## src/isl_pkg.sv

```systemverilog
// Shared types, constants and codes for the indexed shift list.
package isl_pkg;

    localparam int unsigned LIST_DEPTH = 16;
    localparam int unsigned IDX_W      = $clog2(LIST_DEPTH);
    localparam int unsigned LEN_W      = $clog2(LIST_DEPTH + 1);
    localparam int unsigned WORD_W     = 32;
    localparam int unsigned OPC_W      = 3;
    localparam int unsigned POS_W      = 5;
    localparam int unsigned CNT_W      = 5;
    localparam int unsigned STS_W      = 2;
    localparam int unsigned CMP_W      = (POS_W > LEN_W) ? POS_W : LEN_W;

    typedef enum logic [OPC_W-1:0] {
        OP_APPEND   = 3'd0,
        OP_INSERT   = 3'd1,
        OP_REMOVE   = 3'd2,
        OP_GET      = 3'd3,
        OP_POP_LAST = 3'd4,
        OP_POP_AT   = 3'd5
    } op_t;

    typedef enum logic [STS_W-1:0] {
        ST_OK    = 2'd0,
        ST_RANGE = 2'd1,
        ST_FULL  = 2'd2,
        ST_EMPTY = 2'd3
    } status_t;

    // Command broadcast to every cell of the row.
    typedef struct packed {
        logic                     ins;
        logic                     rem;
        logic [IDX_W-1:0]         pos;
        logic signed [WORD_W-1:0] word;
    } cmd_t;

endpackage

```

## src/isl_if.sv

```systemverilog
// Valid/ready channel interfaces for the request and response transactions.
interface isl_in_if;
    logic                                     valid;
    logic                                     ready;
    logic [isl_pkg::OPC_W-1:0]                opcode;
    logic [isl_pkg::POS_W-1:0]                position;
    logic signed [isl_pkg::WORD_W-1:0]        word_in;

    modport source (output valid, output opcode, output position, output word_in,
                    input ready);
    modport sink   (input valid, input opcode, input position, input word_in,
                    output ready);
endinterface

interface isl_out_if;
    logic                                     valid;
    logic                                     ready;
    logic signed [isl_pkg::WORD_W-1:0]        word_out;
    logic [isl_pkg::CNT_W-1:0]                count;
    logic [isl_pkg::STS_W-1:0]                status;

    modport source (output valid, output word_out, output count, output status,
                    input ready);
    modport sink   (input valid, input word_out, input count, input status,
                    output ready);
endinterface

```

## src/isl_cell.sv

```systemverilog
// One storage cell of the list row: holds, loads the new word or shifts from a neighbor.
module isl_cell #(
    parameter int unsigned INDEX = 0
) (
    input  logic                                 clk,
    input  logic                                 en,
    input  isl_pkg::cmd_t                        cmd,
    input  logic signed [isl_pkg::WORD_W-1:0]    left_word,
    input  logic signed [isl_pkg::WORD_W-1:0]    right_word,
    output logic signed [isl_pkg::WORD_W-1:0]    word
);

    localparam logic [isl_pkg::IDX_W-1:0] SLOT = isl_pkg::IDX_W'(INDEX);

    logic signed [isl_pkg::WORD_W-1:0] word_reg;
    logic signed [isl_pkg::WORD_W-1:0] word_next;

    always_comb
    begin
        word_next = word_reg;
        if (en && cmd.ins && (SLOT >= cmd.pos))
        begin
            word_next = (SLOT == cmd.pos) ? cmd.word : left_word;
        end
        else if (en && cmd.rem && (SLOT >= cmd.pos))
        begin
            word_next = right_word;
        end
    end

    always_ff @(posedge clk)
    begin
        word_reg <= word_next;
    end

    assign word = word_reg;

endmodule

```

## src/isl_ctrl.sv

```systemverilog
// Operation decoder: checks bounds and derives the row command, read select and new length.
module isl_ctrl (
    input  logic [isl_pkg::OPC_W-1:0]            opcode,
    input  logic [isl_pkg::POS_W-1:0]            position,
    input  logic signed [isl_pkg::WORD_W-1:0]    word_in,
    input  logic [isl_pkg::LEN_W-1:0]            len,
    output isl_pkg::cmd_t                        cmd,
    output logic                                 rd_en,
    output logic [isl_pkg::IDX_W-1:0]            rd_addr,
    output logic [isl_pkg::LEN_W-1:0]            new_len,
    output isl_pkg::status_t                     status
);

    logic [isl_pkg::CMP_W-1:0] pos_c;
    logic [isl_pkg::CMP_W-1:0] len_c;
    logic                      full;
    logic                      empty;
    logic [isl_pkg::LEN_W-1:0] len_dec;

    assign pos_c   = isl_pkg::CMP_W'(position);
    assign len_c   = isl_pkg::CMP_W'(len);
    assign full    = (len >= isl_pkg::LEN_W'(isl_pkg::LIST_DEPTH));
    assign empty   = (len == '0);
    assign len_dec = len - isl_pkg::LEN_W'(1);

    always_comb
    begin
        cmd.ins  = 1'b0;
        cmd.rem  = 1'b0;
        cmd.pos  = pos_c[isl_pkg::IDX_W-1:0];
        cmd.word = word_in;
        rd_en    = 1'b0;
        rd_addr  = pos_c[isl_pkg::IDX_W-1:0];
        new_len  = len;
        status   = isl_pkg::ST_OK;

        unique case (isl_pkg::op_t'(opcode)) inside
            isl_pkg::OP_APPEND:
            begin
                if (full)
                begin
                    status = isl_pkg::ST_FULL;
                end
                else
                begin
                    cmd.ins = 1'b1;
                    cmd.pos = len[isl_pkg::IDX_W-1:0];
                    new_len = len + isl_pkg::LEN_W'(1);
                end
            end
            isl_pkg::OP_INSERT:
            begin
                if (full)
                begin
                    status = isl_pkg::ST_FULL;
                end
                else if (pos_c > len_c)
                begin
                    status = isl_pkg::ST_RANGE;
                end
                else
                begin
                    cmd.ins = 1'b1;
                    new_len = len + isl_pkg::LEN_W'(1);
                end
            end
            isl_pkg::OP_REMOVE, isl_pkg::OP_GET, isl_pkg::OP_POP_AT:
            begin
                if (empty)
                begin
                    status = isl_pkg::ST_EMPTY;
                end
                else if (pos_c >= len_c)
                begin
                    status = isl_pkg::ST_RANGE;
                end
                else if (isl_pkg::op_t'(opcode) == isl_pkg::OP_GET)
                begin
                    rd_en = 1'b1;
                end
                else
                begin
                    cmd.rem = 1'b1;
                    rd_en   = (isl_pkg::op_t'(opcode) == isl_pkg::OP_POP_AT);
                    new_len = len_dec;
                end
            end
            isl_pkg::OP_POP_LAST:
            begin
                if (empty)
                begin
                    status = isl_pkg::ST_EMPTY;
                end
                else
                begin
                    cmd.rem = 1'b1;
                    cmd.pos = len_dec[isl_pkg::IDX_W-1:0];
                    rd_en   = 1'b1;
                    rd_addr = len_dec[isl_pkg::IDX_W-1:0];
                    new_len = len_dec;
                end
            end
            default:
            begin
                status = isl_pkg::ST_OK;
            end
        endcase
    end

endmodule

```

## src/indexed_shift_list.sv

```systemverilog
// Top level of the indexed shift list: length register, cell row and response register.
//
// The block keeps an ordered list of up to 16 signed 32-bit words. A request
// transaction carries an opcode, a position and a word; every request yields
// exactly one response transaction with the word read, the new length and a
// status code. Both channels use a valid/ready handshake.
// The list lives in a row of cells; each cell holds one entry and loads from
// its left or right neighbor, so an insert or remove moves every later entry
// in the same cycle. A request is decoded and applied in the cycle it is
// accepted, and its response is valid from the next cycle on; one request
// is taken every cycle as long as responses are taken.
// The response register gates the request side: when the receiver stalls,
// the pending response holds and a new request is accepted in the same cycle
// that the pending response is taken.
// Reset empties the list and drops any pending response; the cell contents
// are not cleared, since no entry at or above the length is ever read.
module indexed_shift_list (
    input  logic      clk,
    input  logic      rst_n,
    isl_in_if.sink    request,
    isl_out_if.source response
);

    isl_pkg::cmd_t                     cmd;
    logic                              rd_en;
    logic [isl_pkg::IDX_W-1:0]         rd_addr;
    logic [isl_pkg::LEN_W-1:0]         new_len;
    isl_pkg::status_t                  status;
    logic                              accept;
    logic signed [isl_pkg::WORD_W-1:0] cell_word [isl_pkg::LIST_DEPTH];

    logic [isl_pkg::LEN_W-1:0]         len_reg;
    logic [isl_pkg::LEN_W-1:0]         len_next;
    logic                              out_valid_reg;
    logic                              out_valid_next;
    logic signed [isl_pkg::WORD_W-1:0] out_word_reg;
    logic signed [isl_pkg::WORD_W-1:0] out_word_next;
    isl_pkg::status_t                  out_status_reg;
    isl_pkg::status_t                  out_status_next;

    isl_ctrl u_ctrl (
        .opcode   (request.opcode),
        .position (request.position),
        .word_in  (request.word_in),
        .len      (len_reg),
        .cmd      (cmd),
        .rd_en    (rd_en),
        .rd_addr  (rd_addr),
        .new_len  (new_len),
        .status   (status)
    );

    for (genvar i = 0; i < isl_pkg::LIST_DEPTH; i++)
    begin : g_cell
        logic signed [isl_pkg::WORD_W-1:0] left_word;
        logic signed [isl_pkg::WORD_W-1:0] right_word;

        if (i == 0)
        begin : g_first
            assign left_word = cmd.word;
        end
        else
        begin : g_left
            assign left_word = cell_word[i-1];
        end

        if (i == isl_pkg::LIST_DEPTH - 1)
        begin : g_last
            assign right_word = cell_word[i];
        end
        else
        begin : g_right
            assign right_word = cell_word[i+1];
        end

        isl_cell #(
            .INDEX (i)
        ) u_cell (
            .clk        (clk),
            .en         (accept),
            .cmd        (cmd),
            .left_word  (left_word),
            .right_word (right_word),
            .word       (cell_word[i])
        );
    end

    assign request.ready = !out_valid_reg || response.ready;
    assign accept        = request.valid && request.ready;

    always_comb
    begin
        len_next        = len_reg;
        out_valid_next  = out_valid_reg;
        out_word_next   = out_word_reg;
        out_status_next = out_status_reg;
        if (accept)
        begin
            len_next        = new_len;
            out_valid_next  = 1'b1;
            out_word_next   = rd_en ? cell_word[rd_addr] : '0;
            out_status_next = status;
        end
        else if (response.ready)
        begin
            out_valid_next = 1'b0;
        end
    end

    always_ff @(posedge clk or negedge rst_n)
    begin
        if (!rst_n)
        begin
            len_reg       <= '0;
            out_valid_reg <= 1'b0;
        end
        else
        begin
            len_reg       <= len_next;
            out_valid_reg <= out_valid_next;
        end
    end

    always_ff @(posedge clk)
    begin
        out_word_reg   <= out_word_next;
        out_status_reg <= out_status_next;
    end

    assign response.valid    = out_valid_reg;
    assign response.word_out = out_word_reg;
    assign response.count    = isl_pkg::CNT_W'(len_reg);
    assign response.status   = out_status_reg;

    a_len_bound: assert property (@(posedge clk) disable iff (!rst_n)
        len_reg <= isl_pkg::LEN_W'(isl_pkg::LIST_DEPTH))
        else $error("List length exceeds the store depth.");

    a_len_idle: assert property (@(posedge clk) disable iff (!rst_n)
        !accept |=> $stable(len_reg))
        else $error("List length changed without a request transaction.");

    a_accept_resp: assert property (@(posedge clk) disable iff (!rst_n)
        accept |=> out_valid_reg)
        else $error("Accepted request produced no response.");

    a_full_len: assert property (@(posedge clk) disable iff (!rst_n)
        (out_valid_reg && out_status_reg == isl_pkg::ST_FULL)
        |-> (len_reg == isl_pkg::LEN_W'(isl_pkg::LIST_DEPTH)))
        else $error("Full status reported on a list that is not full.");

    a_empty_len: assert property (@(posedge clk) disable iff (!rst_n)
        (out_valid_reg && out_status_reg == isl_pkg::ST_EMPTY)
        |-> (len_reg == '0 && out_word_reg == '0))
        else $error("Empty status reported on a list that is not empty.");

endmodule

```

## src/flat_wrapper.sv

```systemverilog
// flat-port wrapper written by rule: the top's interface ports become plain ports
module indexed_shift_list_flat 
  (clk, rst_n, request_valid, request_opcode, request_position, request_word_in, request_ready, response_valid, response_word_out, response_count, response_status, response_ready);
  isl_in_if request_i ();
  isl_out_if response_i ();
  input  logic clk;
  input  logic rst_n;
  input wire logic [$bits(request_i.valid)-1:0] request_valid;
  input wire logic [$bits(request_i.opcode)-1:0] request_opcode;
  input wire logic [$bits(request_i.position)-1:0] request_position;
  input wire logic [$bits(request_i.word_in)-1:0] request_word_in;
  output wire logic [$bits(request_i.ready)-1:0] request_ready;
  output wire logic [$bits(response_i.valid)-1:0] response_valid;
  output wire logic [$bits(response_i.word_out)-1:0] response_word_out;
  output wire logic [$bits(response_i.count)-1:0] response_count;
  output wire logic [$bits(response_i.status)-1:0] response_status;
  input wire logic [$bits(response_i.ready)-1:0] response_ready;
  assign request_i.valid = request_valid;
  assign request_i.opcode = request_opcode;
  assign request_i.position = request_position;
  assign request_i.word_in = request_word_in;
  assign request_ready = request_i.ready;
  assign response_valid = response_i.valid;
  assign response_word_out = response_i.word_out;
  assign response_count = response_i.count;
  assign response_status = response_i.status;
  assign response_i.ready = response_ready;
  indexed_shift_list u_core (.clk(clk), .rst_n(rst_n), .request(request_i), .response(response_i));
endmodule
```

## config.mk

```make
export PLATFORM = sky130hd
export DESIGN_NAME = indexed_shift_list_flat
export DESIGN_NICKNAME = d
export VERILOG_FILES = /design/src/isl_pkg.sv /design/src/isl_if.sv /design/src/isl_cell.sv /design/src/isl_ctrl.sv /design/src/indexed_shift_list.sv /design/src/flat_wrapper.sv
export SDC_FILE = /design/constraint.sdc
export NUM_CORES = 1
export LEC_CHECK = 0
export BUFFER_PORTS_ARGS = -buffer_cell sky130_fd_sc_hd__buf_2
export CAP_MARGIN = 0
export CORE_MARGIN = 2
export CORE_UTILIZATION = 35
export CTS_BUF_LIST = sky130_fd_sc_hd__clkbuf_8
export DETAILED_ROUTE_END_ITERATION = 16
export GPL_ROUTABILITY_DRIVEN = 0
export SYNTH_ARGS = -nofsm -noshare
export SYNTH_HDL_FRONTEND = slang
export SYNTH_SLANG_ARGS = --single-unit
export TNS_END_PERCENT = 10
```

## constraint.sdc

```tcl
create_clock -name clk -period 9.39 [get_ports clk]
set_clock_uncertainty 0.1 [all_clocks]
set_input_delay 0.939 -clock clk [delete_from_list [all_inputs] [get_ports clk]]
set_output_delay 0.939 -clock clk [all_outputs]
set_load 0.01 [all_outputs]
```

==> results of run 1 <==
## cell usage after synthesis (2+ instances only)
library cell / n / area [sq um]
a211oi_1: 4 / 30.03
a21o_1: 2 / 15.01
a21oi_1: 74 / 370.4
a22oi_1: 32 / 240.2
and2_1: 2 / 12.51
buf_1: 8 / 30.03
buf_2: 43 / 215.2
buf_4: 18 / 135.1
buf_6: 5 / 56.30
clkbuf_1: 190 / 713.2
dfrtp_1: 6 / 150.1
edfxtp_1: 546 / 16400
ha_1: 8 / 100.1
inv_1: 69 / 259.0
mux2_2: 34 / 382.9
mux2_4: 30 / 450.4
mux2i_1: 387 / 3874
mux4_2: 128 / 2883
nand2_1: 415 / 1558
nand2b_1: 10 / 62.56
nand3_1: 7 / 35.03
nand4_1: 3 / 18.77
nor2_1: 84 / 315.3
nor2_2: 3 / 18.77
nor2_4: 3 / 33.78
nor2b_1: 5 / 31.28
nor3_1: 8 / 40.04
nor3b_1: 3 / 22.52
nor4_1: 2 / 12.51
o21ai_0: 251 / 1256
o21ai_1: 146 / 730.7
o221ai_1: 31 / 271.5
o22ai_1: 66 / 412.9
or2_1: 2 / 12.51
or4_1: 3 / 22.52
xnor2_1: 5 / 43.79
## final timing paths
kind,startpoint,endpoint,slack (ns)
worst min register to register,u_core.response.valid,u_core.response.valid,0.43
worst min-delay path,request_valid,u_core.response.valid,0.35
worst max register to register,u_core.response.count[0],u_core.g_cell[2].u_cell.word[22],4.11
min in group asynchronous,rst_n,u_core.response.valid,0.51
max in group asynchronous,rst_n,u_core.response.count[2],8.55
worst max-delay path,u_core.response.count[0],u_core.g_cell[2].u_cell.word[22],4.11
## final cells by class
class	count	share of cell area [%]
Sequential cell	552	47.60
Clock inverter	68	1.267
Tap cell	1165	4.194
Inverter	69	0.7452
Clock buffer	96	3.801
Antenna cell	1	0.007200
Timing Repair Buffer	149	2.621
Multi-Input combinational cell	1771	39.76
## metal layers
layer | part of all wire, % | global-route usage (%) | vias to the layer above | routed length [microns]
met5 | 0.019 | 0 | - | 20
met4 | 3.6 | 8.897 | 4 | 3757
met3 | 8.1 | 3.972 | 239 | 8375
met2 | 48 | 36.46 | 1230 | 49580
met1 | 40 | 28.16 | 11640 | 41520
li1 | - | - | 9960 | -
## cells by family after synthesis
family,after synthesis,share of synthesized area [%]
buffers and inverters,333,4.483
AND/OR/NAND/NOR,560,7.286
AO/OA/AOI/OAI,617,10.91
multiplexers,580,24.19
XOR/XNOR,6,0.1672
adder cells (fa/ha/maj),8,0.3185
flip-flops,552,52.65
## power by group through the flow
stage | sequential, mW | combinational (mW) | clock [mW]
after floorplan | 3.11 | 1.09 | 0
after global routing | 3.14 | 1.72 | 2.28
final | 3.12 | 1.61 | 2.14
after global placement | 3.16 | 1.56 | 0
after detailed placement | 3.17 | 1.60 | 0
after CTS | 3.12 | 1.61 | 2.18
## critical path, cell delays in order, from the launching register on
cell	delay, ns
dfrtp_1	0.66
inv_1	0.21
ha_1	0.27
nor4b_2	0.19
nor3_1	0.80
o311a_1	0.63
or4_2	0.23
buf_4	0.61
nand2b_2	0.59
buf_4	0.51
o21ai_1	0.16
==> flow_summary.ini, run 1 <==
[run_status]
outcome = completed

[drt]
viasPerCell = 5.960
vias = 23070
dr.pass1.iters = 6
ant_nets = 0
wl_per_cell_microns = 26.67
routed_wl_microns = 103300
drt_iter0_drc = 2660
drc = 0

[layout]
drive_above_1_share_pct = 19.30
fillers = 8408
layout_common_cells = 546 x edfxtp_1, 406 x nand2_1, 387 x mux2i_1
final_common_cell = edfxtp_1
area_delta_synth_final_pct = 10.60
nNetsFinal = 2689
design_area_sq_um = 34760
area.sequential_sq_um = 16550
fin_cells = 3871
multi_input_area_sq_um = 13820
largest_register_ffs = 512
final_core_util_pct = 39.21

[logic_synthesis]
postSynthCellCount = 2656
yosys_warnings = 0
synth_area_sq_um = 31430
synth-edff-count = 546
ys.flop_type = edfxtp_1
syn-num-nets = 2708
async_flop_share_pct = 1.087
ys_ff_latch = 552
synth_cell_types = 59
synth-seq-area-share_pct = 52.65
synth.avg_cell_area_sq_um = 11.83

[floorplanning]
start_util_pct = 35.45
coreArea_sq_um = 88650
rows = 109
num_io_pins = 85
die_h_microns = 303.6
die_w_microns = 303.6
fp.dieArea_sq_um = 92200

[timing]
holdWs_ns = 0.3500
hold_viol_final = 0
finalCritPeriodShare_pct = 56.28
setup_ws_ns = 4.106
drv_slew = 0
rsz0062_at_grt = false
fin_crit_ns = 5.284
max_freq_mhz = 189.2
setup_viol = 0
setup-tns-final_ns = 0
worst_pin_slew_ns = 1.154
slew_headroom_pct = 23.06

[clock_tree]
cts_buffer_depth = 3
post_cts_buffers = 0
cts_tree = built
path_clk_slew_ns = 0.06
numClockSinks = 552
cts_max_level = 3
cts-root-buf = clkbuf_8
clock_latency_ns = 0.73
hold_buffers = 1
cts-buffers-inserted = 94
cts_resized = 0

[run]
maxCapViolCount = 0

[critical_path]
critical_path_class = reg -> reg
startpoint_type = flop
crit_arrival_ns = 5.63
ff2ff_path_depth = 10
required_ns = 9.73
crit_path_max_fanout = 66
cp-end-kind = flop

[global_routing]
track_usage_pct = 21.88
grt_max_degree = 67
overflow = 0
grt_pass1_vias = 23340
grt_pass1_wl_microns = 154000
grt_antenna_before_repair = 4

[power_and_ir_drop]
switchingPower_mw = 2.227
p_per_area_nw_per_um2 = 197.8
ir_worst_vdd_uv = 122.7
switching_share_pct = 32.39
cellInternalPower_mw = 4.648
p_clk_share_pct = 31.1
pwr-share-seq_pct = 45.4
combPwrFrac_pct = 23.5
p_leak_nw = 13.22
p_total_mw = 6.875

[placed_design]
dpl-instance-area_sq_um = 32980
port_buffers = 84
hpwl_microns = 60540
dp_worst_setup_slack_ns = 4.130
place_inst = 3705

[min_path]
hold_depth = 2
hp-class = in -> reg
No activity file was read; power rests on OpenSTA's default activity.
==> inputs of run 2 (changes only) <==
--- a/config.mk
+++ b/config.mk
@@ -5,6 +5,7 @@
 export SDC_FILE = /design/constraint.sdc
 export NUM_CORES = 1
 export LEC_CHECK = 0
+export ABC_AREA = 1
 export BUFFER_PORTS_ARGS = -buffer_cell sky130_fd_sc_hd__buf_2
 export CAP_MARGIN = 0
 export CORE_MARGIN = 2
==> constraint.sdc (replaced) <==
create_clock -name clk -period 5.3 [get_ports clk]
set_clock_uncertainty 0.1 [all_clocks]
set_input_delay 0.53 -clock clk [delete_from_list [all_inputs] [get_ports clk]]
set_output_delay 0.53 -clock clk [all_outputs]
set_load 0.01 [all_outputs]
==> flow_summary.ini, run 2 <==
[run_status]
outcome = completed

[power_and_ir_drop]
ir_worst_vdd_uv = 205.7
p_per_area_nw_per_um2 = 327.6
p_leak_nw = 17.45
p_clk_share_pct = 28.7
switchingPower_mw = 4.630
pwr-share-seq_pct = 43.9
cellInternalPower_mw = 7.928
switching_share_pct = 36.87
combPwrFrac_pct = 27.4

[global_routing]
use_met3_pct = 3.716
use_met1_pct = 32.64
overflow = 0
grt_pass1_wl_microns = 184200
grt_max_degree = 193
grt_pass1_vias = 30120
track_usage_pct = 22.43
grt_use_met2_pct = 34.29
grt_antenna_before_repair = 2
grt_busiest_layer = met2

[logic_synthesis]
syn-num-nets = 4907
synth_area_sq_um = 35390
synth_fa_ha_area_share_pct = 0.2829
yosys.area.top_type = edfxtp_1
yosys_warnings = 0
yosys-top-cells-count = 1995 x nand2_1, 1004 x nand3_1, 546 x edfxtp_1, 442 x inv_1, 160 x clkbuf_1
synth_top_area_share_pct = 46.33
synthTopCellsByArea = edfxtp_1 46%, nand2_1 21%, nand3_1 14%
synth-edff-count = 546
synthXorXnorAreaFrac_pct = 0.1980
synth_compound_area_share_pct = 4.929
async_flop_share_pct = 1.087
ys_ff_latch = 552
synth_cell_types = 41
synth.avg_cell_area_sq_um = 7.288
muxShareOfSynthArea_pct = 0.03182
yosysMostFrequentCell = nand2_1
synth-seq-area-share_pct = 46.76
ys.flop_type = edfxtp_1
synth_top_family_by_area = simple AND/OR/NAND/NOR gates
postSynthCellCount = 4855
synth-simple-area-share_pct = 38.24

[clock_tree]
clock_latency_ns = 0.74
cts-root-buf = clkbuf_8
cts-buffers-inserted = 97
numClockSinks = 552
cts_buffer_depth = 3
cts_tree = built
path_clk_slew_ns = 0.07
cts_max_level = 3
cts_resized = 0

[critical_path]
startpoint_type = flop
crit_arrival_ns = 4.52
cp-end-kind = flop
critical_path_class = reg -> reg
crit_path_max_fanout = 37
ff2ff_path_depth = 14
required_ns = 5.67

[run]
maxCapViolCount = 0

[drt]
ant_nets = 0
drc = 0
viasPerCell = 5.315
vias = 32570
drt_iter0_drc = 3926
wl_per_cell_microns = 19.39
routed_wl_microns = 118800
dr.pass1.iters = 6

[floorplanning]
rows = 116
die_w_microns = 322.0
start_util_pct = 35.33
coreArea_sq_um = 100100
fp.dieArea_sq_um = 103700
die_h_microns = 322.0
num_io_pins = 85

[placed_design]
hpwl_microns = 78730
port_buffers = 84

[timing]
drv_slew = 0
setup-tns-final_ns = 0
rsz0062_at_grt = false
finalCritPeriodShare_pct = 78.23
worst_pin_slew_ns = 1.456
slew_headroom_pct = 2.964
max_freq_mhz = 241.2
fin_crit_ns = 4.146
setup_viol = 0
hold_viol_final = 0

[min_path]
hp-class = in -> async

[layout]
final_common_cell = nand2_1
nNetsFinal = 4805
drive_above_1_share_pct = 7.769
largest_register_ffs = 512
area_delta_synth_final_pct = 8.331
layout_common_cells = 1991 x nand2_1, 1004 x nand3_1, 546 x edfxtp_1
final_core_util_pct = 38.28
-- run 2: changes by cell type in the layout (fill, tap and decap cells not counted), sizes merged, moves of 50 or more --
cell,change
inv,+413
mux2,-64
mux2i,-387
mux4,-128
nand2,+1599
nand3,+999
nand3b,+63
nor2,-50
o21ai,-153
o22ai,-66
-- run 2: metal layers --
| metal | routed length (microns) | vias to the layer above | part of all wire, % |
|---|---|---|---|
| li1 | - | 15660 | - |
| met2 | 51430 | 1553 | 43 |
| met3 | 11220 | 181 | 9.4 |
| met4 | 2501 | 0 | 2.1 |
| met5 | 0 | - | 0 |
| met1 | 53630 | 15180 | 45 |
-- run 2: metrics by stage --
step	power [mW]	instance area, sq um	setup slack, ns	instances	hold WS (ns)
floorplan	7.858	35390	0.3292	4855	0.1344
global placement	8.920	36640	1.235	5949	0.2578
detailed placement	8.953	36640	1.154	5949	0.2586
CTS	12.55	38330	1.134	6125	0.001719
global route	13.15	38330	0.7839	6127	0.03673
finish	12.56	38330	1.154	6127	0.04280
-- run 2: timing repair --
item,CTS,global route
endpoints found under the hold margin,7,0
hold buffers,3,0
buffers inserted,0,0
-- run 2: path summary, 6_finish.rpt --
path / end / startpoint / slack [ns]
worst min-delay path: u_core.response.count[4] / rst_n / 0.04
worst max-delay path: u_core.g_cell[8].u_cell.word[18] / u_core.response.count[4] / 1.15
worst max register to register: u_core.g_cell[8].u_cell.word[18] / u_core.response.count[4] / 1.15
min in group clk: u_core.g_cell[9].u_cell.word[3] / request_word_in[3] / 0.11
max in group asynchronous: u_core.response.count[1] / rst_n / 4.91
worst min register to register: u_core.g_cell[10].u_cell.word[21] / u_core.g_cell[11].u_cell.word[21] / 0.43
-- run 2: layout make-up --
type	count	area (sq um)
clock buffers	97	1335
well taps	1298	1624
clock inverters	76	320.3
multi-input cells	3469	15640
diodes	2	5.005
inverters	474	1784
repair buffers	159	1079
fillers	10470	61810
flip-flops and latches	552	16550
-- run 2: worst max-delay path: stages, from the launching register on --
cell and delay [ns]:
dfrtp_1 0.61, inv_2 0.15, ha_1 0.34, nand2_1 0.10
nor2_1 0.06, nand2_1 0.07, o211ai_1 0.09, nand2_1 0.13
o21ai_4 0.08, inv_4 0.48, nand2_2 0.29, nor2_4 0.67
inv_2 0.47, nand2_1 0.14, nand2_1 0.07
-- run 2: kinds of logic after synthesis --
| kind of cell | after synthesis |
|---|---|
| buf+inv | 834 |
| simple gates | 3132 |
| xor+xnor | 8 |
| compound gates | 320 |
| fa+ha+maj | 8 |
| mux | 1 |
| flops | 552 |
-- run 2: power groups by stage --
stage	logic [mW]	registers (mW)	clock network, mW
after CTS	3.37	5.51	3.67
final	3.44	5.51	3.61
after detailed placement	3.36	5.60	0
after global routing	3.76	5.55	3.84
after floorplan	2.31	5.55	0
after global placement	3.34	5.58	0
